## src/rtl/dsps_pkg.sv

```systemverilog
package dsps_pkg;

  // Widths of the timer and position counters.
  localparam int TIMER_BITS    = 16;
  localparam int POSITION_BITS = 20;

  // Speed limit after reset.
  localparam logic [TIMER_BITS-1:0] MIN_RELOAD_RST = TIMER_BITS'(100);

  // Request codes.
  typedef enum logic [1:0] {
    ACT_TICK = 2'd0,
    ACT_RUN  = 2'd1,
    ACT_MOVE = 2'd2,
    ACT_STOP = 2'd3
  } action_t;

  // State of one motor.
  typedef struct packed {
    logic [TIMER_BITS-1:0]    divider;
    logic [1:0]               phase;
    logic [POSITION_BITS-1:0] count;
    logic [3:0]               coils;
  } motor_t;

  // Motor state after a tick, with the step flag.
  typedef struct packed {
    motor_t m;
    logic   step;
  } tick_t;

  // One result.
  typedef struct packed {
    logic [3:0] coils_left;
    logic [3:0] coils_right;
    logic       step_left;
    logic       step_right;
    logic       at_target_left;
    logic       at_target_right;
    logic       periods_accepted;
  } result_t;

  // Full-step coil patterns, lines A,B,C,D as bits 3..0.
  function automatic logic [3:0] phase_coils(input logic [1:0] idx);
    logic [3:0] pat;
    case (idx)
      2'd0:    pat = 4'h6;
      2'd1:    pat = 4'h5;
      2'd2:    pat = 4'h9;
      2'd3:    pat = 4'hA;
      default: pat = 4'h0;
    endcase
    return pat;
  endfunction

  // One timer tick for one motor: with a nonzero period, count the divider, then halt or advance.
  function automatic tick_t motor_tick(
    input logic [TIMER_BITS-1:0]    period,
    input motor_t                   cur,
    input logic [POSITION_BITS-1:0] goal,
    input logic                     continuous,
    input logic                     mirrored
  );
    tick_t      res;
    logic [1:0] ph;
    res      = '{m: cur, step: 1'b0};
    ph       = cur.phase + 2'd1;
    if (period == '0) begin
      res.m.divider = '0;
    end else if (cur.divider < period) begin
      res.m.divider = cur.divider + TIMER_BITS'(1);
    end else begin
      res.m.divider = '0;
      if (!continuous && (cur.count == goal)) begin
        res.m.coils = 4'h0;
      end else begin
        res.m.phase = ph;
        res.m.coils = phase_coils(mirrored ? (2'd3 - ph) : ph);
        res.m.count = cur.count + POSITION_BITS'(1);
        res.step    = 1'b1;
      end
    end
    return res;
  endfunction

endpackage

```

## src/rtl/dual_stepper_position_sequencer_core.sv

```systemverilog
// Full-step sequencer for two stepper motors.
// Input channel (in_valid / in_stall) carries one request per item: a timer
// tick, a run command with two periods, a move command with periods and
// targets, or a stop. Every request gives exactly one result on the output
// channel (out_valid / out_stall) with both coil patterns, the step flags,
// the at-target flags and the period-accept flag.
// The motor state and the result are both registered when a request is accepted;
// the result enters the output register, or the skid register while the output
// register holds a result that is not taken. One request is taken every cycle
// while in_stall is low; dividers, phases and step counters update with each.
// A two-entry output queue (output register plus skid register) lets input
// flow while a result waits: when the receiver stalls, the current result
// holds, one more request is taken into the skid register, and in_stall
// rises until the receiver frees a slot.
// The user must write min_reload (cfg_we / cfg_wdata) only while the block is
// idle; the block does not enforce this. Reset (rst_n low, synchronous) stops
// both motors, turns all coils off, clears counts, goals and phases, selects
// position mode, empties the output queue and sets the speed limit min_reload to 100.
module dual_stepper_position_sequencer_core (
  input  logic                               clk,
  input  logic                               rst_n,
  input  logic                               cfg_we,
  input  logic [dsps_pkg::TIMER_BITS-1:0]    cfg_wdata,
  input  logic                               in_valid,
  output logic                               in_stall,
  input  logic [1:0]                         in_action,
  input  logic [dsps_pkg::TIMER_BITS-1:0]    in_reload_left,
  input  logic [dsps_pkg::TIMER_BITS-1:0]    in_reload_right,
  input  logic [dsps_pkg::POSITION_BITS-1:0] in_target_left_steps,
  input  logic [dsps_pkg::POSITION_BITS-1:0] in_target_right_steps,
  output logic                               out_valid,
  input  logic                               out_stall,
  output logic [3:0]                         out_coils_left,
  output logic [3:0]                         out_coils_right,
  output logic                               out_step_left,
  output logic                               out_step_right,
  output logic                               out_at_target_left,
  output logic                               out_at_target_right,
  output logic                               out_periods_accepted
);
  import dsps_pkg::*;

  logic [TIMER_BITS-1:0]    min_reload_r;
  logic [TIMER_BITS-1:0]    period_left_r, period_left_nxt;
  logic [TIMER_BITS-1:0]    period_right_r, period_right_nxt;
  motor_t                   left_r, left_nxt;
  motor_t                   right_r, right_nxt;
  logic [POSITION_BITS-1:0] goal_left_r, goal_left_nxt;
  logic [POSITION_BITS-1:0] goal_right_r, goal_right_nxt;
  logic                     continuous_r, continuous_nxt;
  tick_t                    tick_left, tick_right;
  result_t                  res;
  result_t                  out_r, skid_r;
  logic                     out_valid_r, skid_valid_r;
  logic                     accept, pop;

  assign accept = in_valid && !in_stall;
  assign pop    = out_valid_r && !out_stall;

  // Tick outcome of both motors from the current state.
  assign tick_left  = motor_tick(period_left_r, left_r, goal_left_r, continuous_r, 1'b0);
  assign tick_right = motor_tick(period_right_r, right_r, goal_right_r, continuous_r, 1'b1);

  // Next motor state and the result of the request.
  always_comb begin
    period_left_nxt      = period_left_r;
    period_right_nxt     = period_right_r;
    left_nxt             = left_r;
    right_nxt            = right_r;
    goal_left_nxt        = goal_left_r;
    goal_right_nxt       = goal_right_r;
    continuous_nxt       = continuous_r;
    res                  = '0;
    case (action_t'(in_action))
      ACT_TICK: begin
        left_nxt       = tick_left.m;
        right_nxt      = tick_right.m;
        res.step_left  = tick_left.step;
        res.step_right = tick_right.step;
      end
      ACT_STOP: begin
        period_left_nxt   = '0;
        period_right_nxt  = '0;
        left_nxt.divider  = '0;
        right_nxt.divider = '0;
        left_nxt.coils    = 4'h0;
        right_nxt.coils   = 4'h0;
      end
      ACT_RUN, ACT_MOVE: begin
        if (action_t'(in_action) == ACT_RUN) begin
          continuous_nxt = 1'b1;
        end else begin
          continuous_nxt  = 1'b0;
          left_nxt.count  = '0;
          right_nxt.count = '0;
          goal_left_nxt   = in_target_left_steps;
          goal_right_nxt  = in_target_right_steps;
        end
        if ((in_reload_left >= min_reload_r) && (in_reload_right >= min_reload_r)) begin
          period_left_nxt      = in_reload_left;
          period_right_nxt     = in_reload_right;
          res.periods_accepted = 1'b1;
        end
      end
      default: begin
        res = '0;
      end
    endcase
    res.coils_left      = left_nxt.coils;
    res.coils_right     = right_nxt.coils;
    res.at_target_left  = !continuous_nxt && (left_nxt.count == goal_left_nxt);
    res.at_target_right = !continuous_nxt && (right_nxt.count == goal_right_nxt);
  end

  // Speed limit register.
  always_ff @(posedge clk) begin
    if (!rst_n) begin
      min_reload_r <= MIN_RELOAD_RST;
    end else if (cfg_we) begin
      min_reload_r <= cfg_wdata;
    end
  end

  // Motor state, updated on every accepted request.
  always_ff @(posedge clk) begin
    if (!rst_n) begin
      period_left_r  <= '0;
      period_right_r <= '0;
      left_r         <= '0;
      right_r        <= '0;
      goal_left_r    <= '0;
      goal_right_r   <= '0;
      continuous_r   <= 1'b0;
    end else if (accept) begin
      period_left_r  <= period_left_nxt;
      period_right_r <= period_right_nxt;
      left_r         <= left_nxt;
      right_r        <= right_nxt;
      goal_left_r    <= goal_left_nxt;
      goal_right_r   <= goal_right_nxt;
      continuous_r   <= continuous_nxt;
    end
  end

  // Output queue control: output register in front, skid register behind.
  always_ff @(posedge clk) begin
    if (!rst_n) begin
      out_valid_r  <= 1'b0;
      skid_valid_r <= 1'b0;
    end else if (!out_valid_r || pop) begin
      if (skid_valid_r) begin
        out_valid_r  <= 1'b1;
        skid_valid_r <= accept;
      end else begin
        out_valid_r  <= accept;
      end
    end else if (accept) begin
      skid_valid_r <= 1'b1;
    end
  end

  // Output queue payload.
  always_ff @(posedge clk) begin
    if (!out_valid_r || pop) begin
      if (skid_valid_r) begin
        out_r  <= skid_r;
        skid_r <= res;
      end else begin
        out_r  <= res;
      end
    end else if (accept) begin
      skid_r <= res;
    end
  end

  assign in_stall             = skid_valid_r;
  assign out_valid            = out_valid_r;
  assign out_coils_left       = out_r.coils_left;
  assign out_coils_right      = out_r.coils_right;
  assign out_step_left        = out_r.step_left;
  assign out_step_right       = out_r.step_right;
  assign out_at_target_left   = out_r.at_target_left;
  assign out_at_target_right  = out_r.at_target_right;
  assign out_periods_accepted = out_r.periods_accepted;

endmodule

```

## config.mk

```make
export PLATFORM = sky130hd
export DESIGN_NAME = dual_stepper_position_sequencer_core
export DESIGN_NICKNAME = d
export VERILOG_FILES = /design/src/rtl/dsps_pkg.sv /design/src/rtl/dual_stepper_position_sequencer_core.sv
export SDC_FILE = /design/constraint.sdc
export NUM_CORES = 1
export LEC_CHECK = 0
export BUFFER_PORTS_ARGS = -buffer_cell sky130_fd_sc_hd__clkbuf_2
export CAP_MARGIN = 15
export CORE_MARGIN = 5
export CORE_UTILIZATION = 32
export CTS_CLUSTER_DIAMETER = 50
export DETAILED_ROUTE_END_ITERATION = 8
export MAX_ROUTING_LAYER = met4
export PLACE_DENSITY = 0.56
export SKIP_LAST_GASP = 1
export SLEW_MARGIN = 0
export SYNTH_ARGS = -nofsm -noshare
export SYNTH_HDL_FRONTEND = slang
export SYNTH_SLANG_ARGS = --single-unit
```

## constraint.sdc

```tcl
create_clock -name clk -period 9.5 [get_ports clk]
set_input_delay 0.475 -clock clk [delete_from_list [all_inputs] [get_ports clk]]
set_output_delay 0.475 -clock clk [all_outputs]
set_load 0.01 [all_outputs]
```

Word level (Yosys, flattened, before mapping)

Cells that the tools add are included.

Register bits: 201
Output and inout port bits: 15

Multiplexer cells: 45
Eq/ne operators: 15
Bitwise gates (word level): 6
Add/sub/neg operators: 7
Order comparisons: 4
Reduce and logical (&&, ||, !) cells: 27

Operators by type and width:

| kind                                                                  | count |
|---|---|
| 20-bit 2-to-1 mux                                                     | 8 |
| 16-bit case mux with 2 select lines                                   | 4 |
| 25-bit 2-to-1 mux                                                     | 4 |
| 16-bit 2-to-1 mux                                                     | 6 |
| 20-bit equality test                                                  | 4 |
| 20-bit case mux with 2 select lines                                   | 2 |
| 13-bit 2-to-1 mux                                                     | 4 |
| 20-bit by 1-bit adder with 20-bit output, second input constant       | 2 |
| 16-bit by 1-bit adder with 16-bit output, second input constant       | 2 |
| 16-bit greater-or-equal comparator                                    | 2 |
| 16-bit zero test                                                      | 2 |
| 16-bit < comparator                                                   | 2 |
| 4-bit case mux with 4 select lines                                    | 2 |
| 4-bit case mux with 2 select lines                                    | 2 |
| 2-bit equality test, second input constant                            | 6 |
| 1-bit 2-to-1 mux                                                      | 10 |
| 5-bit AND reduction                                                   | 2 |
| 4-bit 2-to-1 mux                                                      | 2 |
| 1-bit logical AND                                                     | 7 |
| 2-bit by 1-bit equality test with 1-bit output, second input constant | 3 |
| 2-bit zero test                                                       | 3 |
| 1-bit inverter                                                        | 6 |
| 2-bit nonzero test                                                    | 3 |
| 1-bit zero test                                                       | 5 |
| other kinds (8)                                                       | 11 |

Longest topological paths before layout

Word-level depth: 12
Mapped depth: 14
Gate-level depth less buffers: 12

Worst setup path after synthesis

OpenSTA, ideal clock, no wires.

Kind: input port to flip-flop
Start point: input in_action[1]
End point: register out_r (netlist bit out_at_target_right), data pin
Path slack: 6.102 ns
Path buffers: 2
Required time: 9.335 ns
Library setup time: 0.165 ns
Stages: 13
Arrival: 3.234 ns
Cells stage by stage: inv_1 > ha_1 > clkbuf_1 > nor2b_1 > clkbuf_8 > mux2i_1 > o21ai_0 > a21oi_1 > o31ai_1 > or4b_1 > a2111oi_2 > nand4_1 > o31ai_2

Cells in the longest elaborated chain, start to end: 6
Elaborated cells between the ends (all ways): 14

RTL lines:

| item                                                                                  | RTL line                                                                               | source |
|---|---|---|
| start, declared                                                                       | dual_stepper_position_sequencer_core.sv:26                                             | `input logic [1:0] in_action,` |
| 2-bit by 1-bit equality test with 1-bit output or 2-bit equality test (tied branches) | dual_stepper_position_sequencer_core.sv:74, dual_stepper_position_sequencer_core.sv:90 |  |
| 20-bit 2-to-1 mux, or another cell as far along                                       | dual_stepper_position_sequencer_core.sv:90                                             | `if (action_t'(in_action) == ACT_RUN) begin` |
| 20-bit case mux with 2 select lines, or another cell as far along                     | dual_stepper_position_sequencer_core.sv:74                                             | `case (action_t'(in_action))` |
| 20-bit equality test or 1-bit zero test (tied branches)                               | dual_stepper_position_sequencer_core.sv:112                                            | `res.at_target_right = !continuous_nxt && (right_nxt.count == goal_right_nxt);` |
| 1-bit logical AND *                                                                   | dual_stepper_position_sequencer_core.sv:112                                            |  |
| 13-bit 2-to-1 mux *                                                                   | dual_stepper_position_sequencer_core.sv:165                                            | `if (skid_valid_r) begin` |
| end signal, assigned                                                                  | dual_stepper_position_sequencer_core.sv:166                                            | `out_r <= skid_r;` |
| end signal, assigned                                                                  | dual_stepper_position_sequencer_core.sv:169                                            | `out_r <= res;` |
| end, declared                                                                         | dual_stepper_position_sequencer_core.sv:53                                             | `result_t out_r, skid_r;` |

Mark *: on every way between the ends. The rest lies on a longest branch, timed or not.
A chain may end at the register's enable or synchronous reset.

Final worst setup path

Start point: register period_left_r[15]
End point: register out_r (netlist bit out_at_target_left), data pin

Cells in the longest elaborated chain, start to end: 7
Elaborated cells between the ends (all ways): 8

RTL lines:

| item                                  | RTL line                                    | source |
|---|---|---|
| start, declared                       | dual_stepper_position_sequencer_core.sv:44  | `logic [TIMER_BITS-1:0] period_left_r, period_left_nxt;` |
| start signal, assigned                | dual_stepper_position_sequencer_core.sv:135 | `period_left_r <= period_left_nxt;` |
| 16-bit < comparator                   | dsps_pkg.sv:70                              | `end else if (cur.divider < period) begin` |
| 25-bit 2-to-1 mux                     | dsps_pkg.sv:70                              |  |
| 25-bit 2-to-1 mux *                   | dsps_pkg.sv:68                              | `if (period == '0) begin` |
| 20-bit case mux with 2 select lines * | dual_stepper_position_sequencer_core.sv:74  |  |
| 20-bit equality test *                | dual_stepper_position_sequencer_core.sv:111 | `res.at_target_left = !continuous_nxt && (left_nxt.count == goal_left_nxt);` |
| 1-bit logical AND *                   | dual_stepper_position_sequencer_core.sv:111 |  |
| 13-bit 2-to-1 mux *                   | dual_stepper_position_sequencer_core.sv:165 |  |

Marked as above.

==> summary by stage <==
Logic synthesis
The multiplexer share of the synthesized area is 0.0789. Of the total synthesized cell area, the portion taken by full adders, half adders and majority gates is 0.0659. The most common cell in the synthesized netlist is sky130_fd_sc_hd__nand2_1. The area share of xor/xnor cells in the synthesized design is 0.0488. The sequential area share after synthesis is 0.322.

After synthesis, the largest family of logic cells by area is simple AND/OR/NAND/NOR gates. The biggest area contributor in the post-synthesis netlist is sky130_fd_sc_hd__dfxtp_1. Yosys printed 0 warnings. The mean instance size in the synthesized netlist is around 8 µm². The distinct cell type count after synthesis is 87. Of the total synthesized cell area, the portion taken by AND, OR, NAND and NOR gates is 0.239. The number of standard cells after synthesis is 1,688. In the synthesized netlist, the cells that appear most often are sky130_fd_sc_hd__nand2_1, sky130_fd_sc_hd__dfxtp_1, sky130_fd_sc_hd__nor2_1. Sorting the synthesized cells by area gives the leading types as sky130_fd_sc_hd__dfxtp_1, sky130_fd_sc_hd__nand2_1, sky130_fd_sc_hd__mux2i_1, sky130_fd_sc_hd__ha_1, sky130_fd_sc_hd__edfxtp_1. The fraction of the mapped netlist area in compound gates came to 0.179. The flip-flop and latch count after synthesis is 201.

The most instantiated flip-flop cell in the synthesis netlist is sky130_fd_sc_hd__dfxtp_1. The number of enable flip-flop cells after synthesis is 26. The share of synthesized area in the top cell type comes to 0.264. The cell area after technology mapping is approximately 13,000 µm². The number of nets handed over by synthesis was roughly 1,900. In the synthesized netlist the async set-or-reset flop fraction comes to 0.

Clock tree
Gates resized during post-CTS repair numbered 0. The number of setup buffers added after CTS is 0. CTS built an H-tree with a depth of 1. The worst-skew pair later-pin latency is roughly 560 ps. The clock drives about 200 sinks. The clock tree from TritonCTS is yes. Clock-pin slew was measured on the worst setup and hold paths at approximately 60 ps. The maximum clock path buffer count is 3. The root buffer cell is sky130_fd_sc_hd__clkbuf_16.

For this design, the CTS-stage hold fixing added 0 buffers. TritonCTS created 31 clock buffers.

Place
The congestion estimate from routability-driven global placement came to roughly 0.91. Buffers placed on the I/O ports in this run total roughly 110. OpenSTA, run right after detailed placement, puts the worst setup slack at between 4000 and 5000 ps. The placed wire-length estimate after detailed placement is approximately 30 mm. The instance area at placement is around 14,000 µm².

Global route
The global-route wire length before repair is roughly 66 mm. The via count of the first global-routing pass is between 10,000 and 15,000. The total overflow left after global routing is 0. The initial antenna violation count is 0. The maximum number of pins on one net before global-route repair is between 70 and 80. The global router's overall resource usage is 0.186.

Timing
For the final routed database, the setup TNS stands at 0 ps. The worst slew margin relative to its limit is 0.192. Hold timing on the final database bottoms out at a slack of around 140 ps.

In the finished design, the share of the clock period the worst path needs comes to 0.446. The slew of the pin with the lowest slew margin is between 1000 and 1500 ps. In the post-route analysis, the smallest setup slack over all paths is between 5000 and 6000 ps. The number of endpoints with negative hold slack in the final report came to 0. The clock period minus worst slack is approximately 4200 ps. Setup repair after global routing left no endpoint under its margin.

The final-report max-slew violation count was 0. The number of endpoints failing setup at the final stage is 0. The worst clock skew is about 13 ps. The achievable clock frequency is 236 MHz.

Drt
Dividing the detail-routed via count by the number of cells gives roughly 5.4. The via count is about 12,000. The detail route stage leaves a number of antenna-violating nets equal to 0. In the final routed layout, each cell accounts on average for around 19 µm.

The DRC violations left is 0. The number of detailed-routing iterations run before antenna repair is 5. The total length of routed wires is ~43 mm. The initial detailed-routing violation count is 873.

Worst setup path
The critical path is of the flop to flop type. The kind of start point of the critical path is a flop. At the worst endpoint, the required time is around 9900 ps. Data arrives at the worst endpoint at between 4000 and 5000 ps. Of all nets on the critical path, the largest fanout is 17. The endpoint type of the worst setup path is a flop.

Floorplanning
The core region area is around 41,000 µm². between 100 and 150 I/O pins were placed. The number of core rows is 74.

The floorplan die width is ~210 µm. The height of the die is between 200 and 250 µm. The effective utilization at floorplan is 0.325. The floorplan step defined a die boundary enclosing around 46,000 µm².

Power and ir drop
The worst voltage drop across the vdd grid is 0.127 mV. The standby leakage power is 5.81 nW. The total power consumption of the routed design is between 2 and 2.5 mW. For this design the ratio of total power to cell area is ~160 nW/µm².

Min path
The worst min-delay path category is input port to flop.

Job
The tool flagged a number of max-cap violations equal to 0.

Finish
Of the cells placed in the final design, the portion with a size suffix greater than 1 is 0.133. The finished cells cover about 15,000 µm². The number of nets at the end of the flow is about 1,900. The fill cell total of the finished layout is ~4,300. The number of antenna diodes in the final layout is 0.

Compared with the post-synthesis result, the final layout area differs by 13.7%.

Outcome
The run finished with clean final reports.
==> final cells by class <==
class,count,area (µm²),share of cell area
Clock buffer,39,846,0.0560
Clock inverter,16,163,0.0108
Inverter,72,273,0.0181
Multi-Input combinational cell,1292,8150,0.540
Sequential cell,201,4280,0.284
Tap cell,532,666,0.0441
Timing Repair Buffer,130,723,0.0479
==> report_power, final <==
| group | total, mW | switching [mW] | internal, mW | leakage (nW) |
|---|---|---|---|---|
| clock network | 1.12 | 0.432 | 0.685 | 0.483 |
| registers | 0.908 | 0.0199 | 0.888 | 1.68 |
| logic | 0.432 | 0.290 | 0.141 | 3.64 |
==> routing by layer <==
metal / global-route usage / vias to the layer above / routed length (µm)
met4: 0.0632 / 0 / 1510
met1: 0.237 / 5839 / 18700
met3: 0.0277 / 97 / 2330
met2: 0.303 / 381 / 20100
met5: - / - / 0
li1: - / 6083 / -
==> final timing paths <==
check | start | endpoint | slack (ps) | cells past startpoint
max reg2reg | period_left_r[15] | out_at_target_left | 5260 | 12
min reg2reg | period_right_r[15] | period_right_r[15] | 480 | 2
min | cfg_wdata[2] | min_reload_r[2] | 140 | 3
max | period_left_r[15] | out_at_target_left | 5260 | 12
==> cell usage in the layout, fill, tap and decap left out, types with 24 or more instances in the layout <==
| cell | netlist | final |
|---|---|---|
| sky130_fd_sc_hd__clkbuf_16 | 0 | 31 |
| sky130_fd_sc_hd__nand4_1 | 38 | 38 |
| sky130_fd_sc_hd__nand2_1 | 260 | 260 |
| sky130_fd_sc_hd__xor2_1 | 24 | 24 |
| sky130_fd_sc_hd__inv_1 | 71 | 71 |
| sky130_fd_sc_hd__ha_1 | 70 | 70 |
| sky130_fd_sc_hd__nor4_1 | 29 | 28 |
| sky130_fd_sc_hd__o21ai_0 | 63 | 62 |
| sky130_fd_sc_hd__a21o_1 | 27 | 27 |
| sky130_fd_sc_hd__nor2_1 | 161 | 161 |
| sky130_fd_sc_hd__nand3_1 | 39 | 39 |
| sky130_fd_sc_hd__clkbuf_2 | 3 | 109 |
| sky130_fd_sc_hd__and3_1 | 34 | 34 |
| sky130_fd_sc_hd__xnor2_1 | 50 | 50 |
| sky130_fd_sc_hd__a21oi_1 | 139 | 138 |
| sky130_fd_sc_hd__nor3_1 | 34 | 33 |
| sky130_fd_sc_hd__edfxtp_1 | 26 | 26 |
| sky130_fd_sc_hd__mux2i_1 | 89 | 89 |
| sky130_fd_sc_hd__dfxtp_1 | 175 | 175 |
==> flip-flops by register name, summed over array words and instances (netlist names) <==
name	cells
period_right_r	16
min_reload_r	16
continuous_r	1
out_coils_left	4
out_at_target_right	1
goal_left_r	20
right_r	42
out_valid	1
goal_right_r	20
out_coils_right	4
out_at_target_left	1
left_r	42
in_stall	1
skid_r	13
out_periods_accepted	1
out_step_right	1
period_left_r	16
out_step_left	1
==> cells by family after synthesis <==
kind of cell / count (synthesis)
buffers and inverters: 195
xor gates and xnor gates: 74
AOI/OAI and AO/OA: 370
muxes: 103
and+or+nand+nor: 675
adders and majority gates: 70
DFF: 201
==> worst max-delay path, stage by stage (launching register included) <==
cell and delay, ps:
sky130_fd_sc_hd__dfxtp_1 350, sky130_fd_sc_hd__inv_1 50, sky130_fd_sc_hd__ha_1 300, sky130_fd_sc_hd__nand4_1 130, sky130_fd_sc_hd__nor3_1 350, sky130_fd_sc_hd__o311ai_0 310, sky130_fd_sc_hd__a31o_2 430, sky130_fd_sc_hd__nor2_1 860
sky130_fd_sc_hd__a31o_2 290, sky130_fd_sc_hd__xnor2_1 60, sky130_fd_sc_hd__a2111oi_0 420, sky130_fd_sc_hd__nand4_1 230, sky130_fd_sc_hd__o31ai_1 260
==> through the flow <==
stage / utilization / std cells
after floorplan: - / 1688
after global placement: 0.343 / 2224
after detailed placement: 0.344 / 2225
after CTS: 0.368 / 2280
after global routing: 0.369 / 2282
final: 0.369 / 2282
Note: power is estimated with default switching activity, not from simulation.
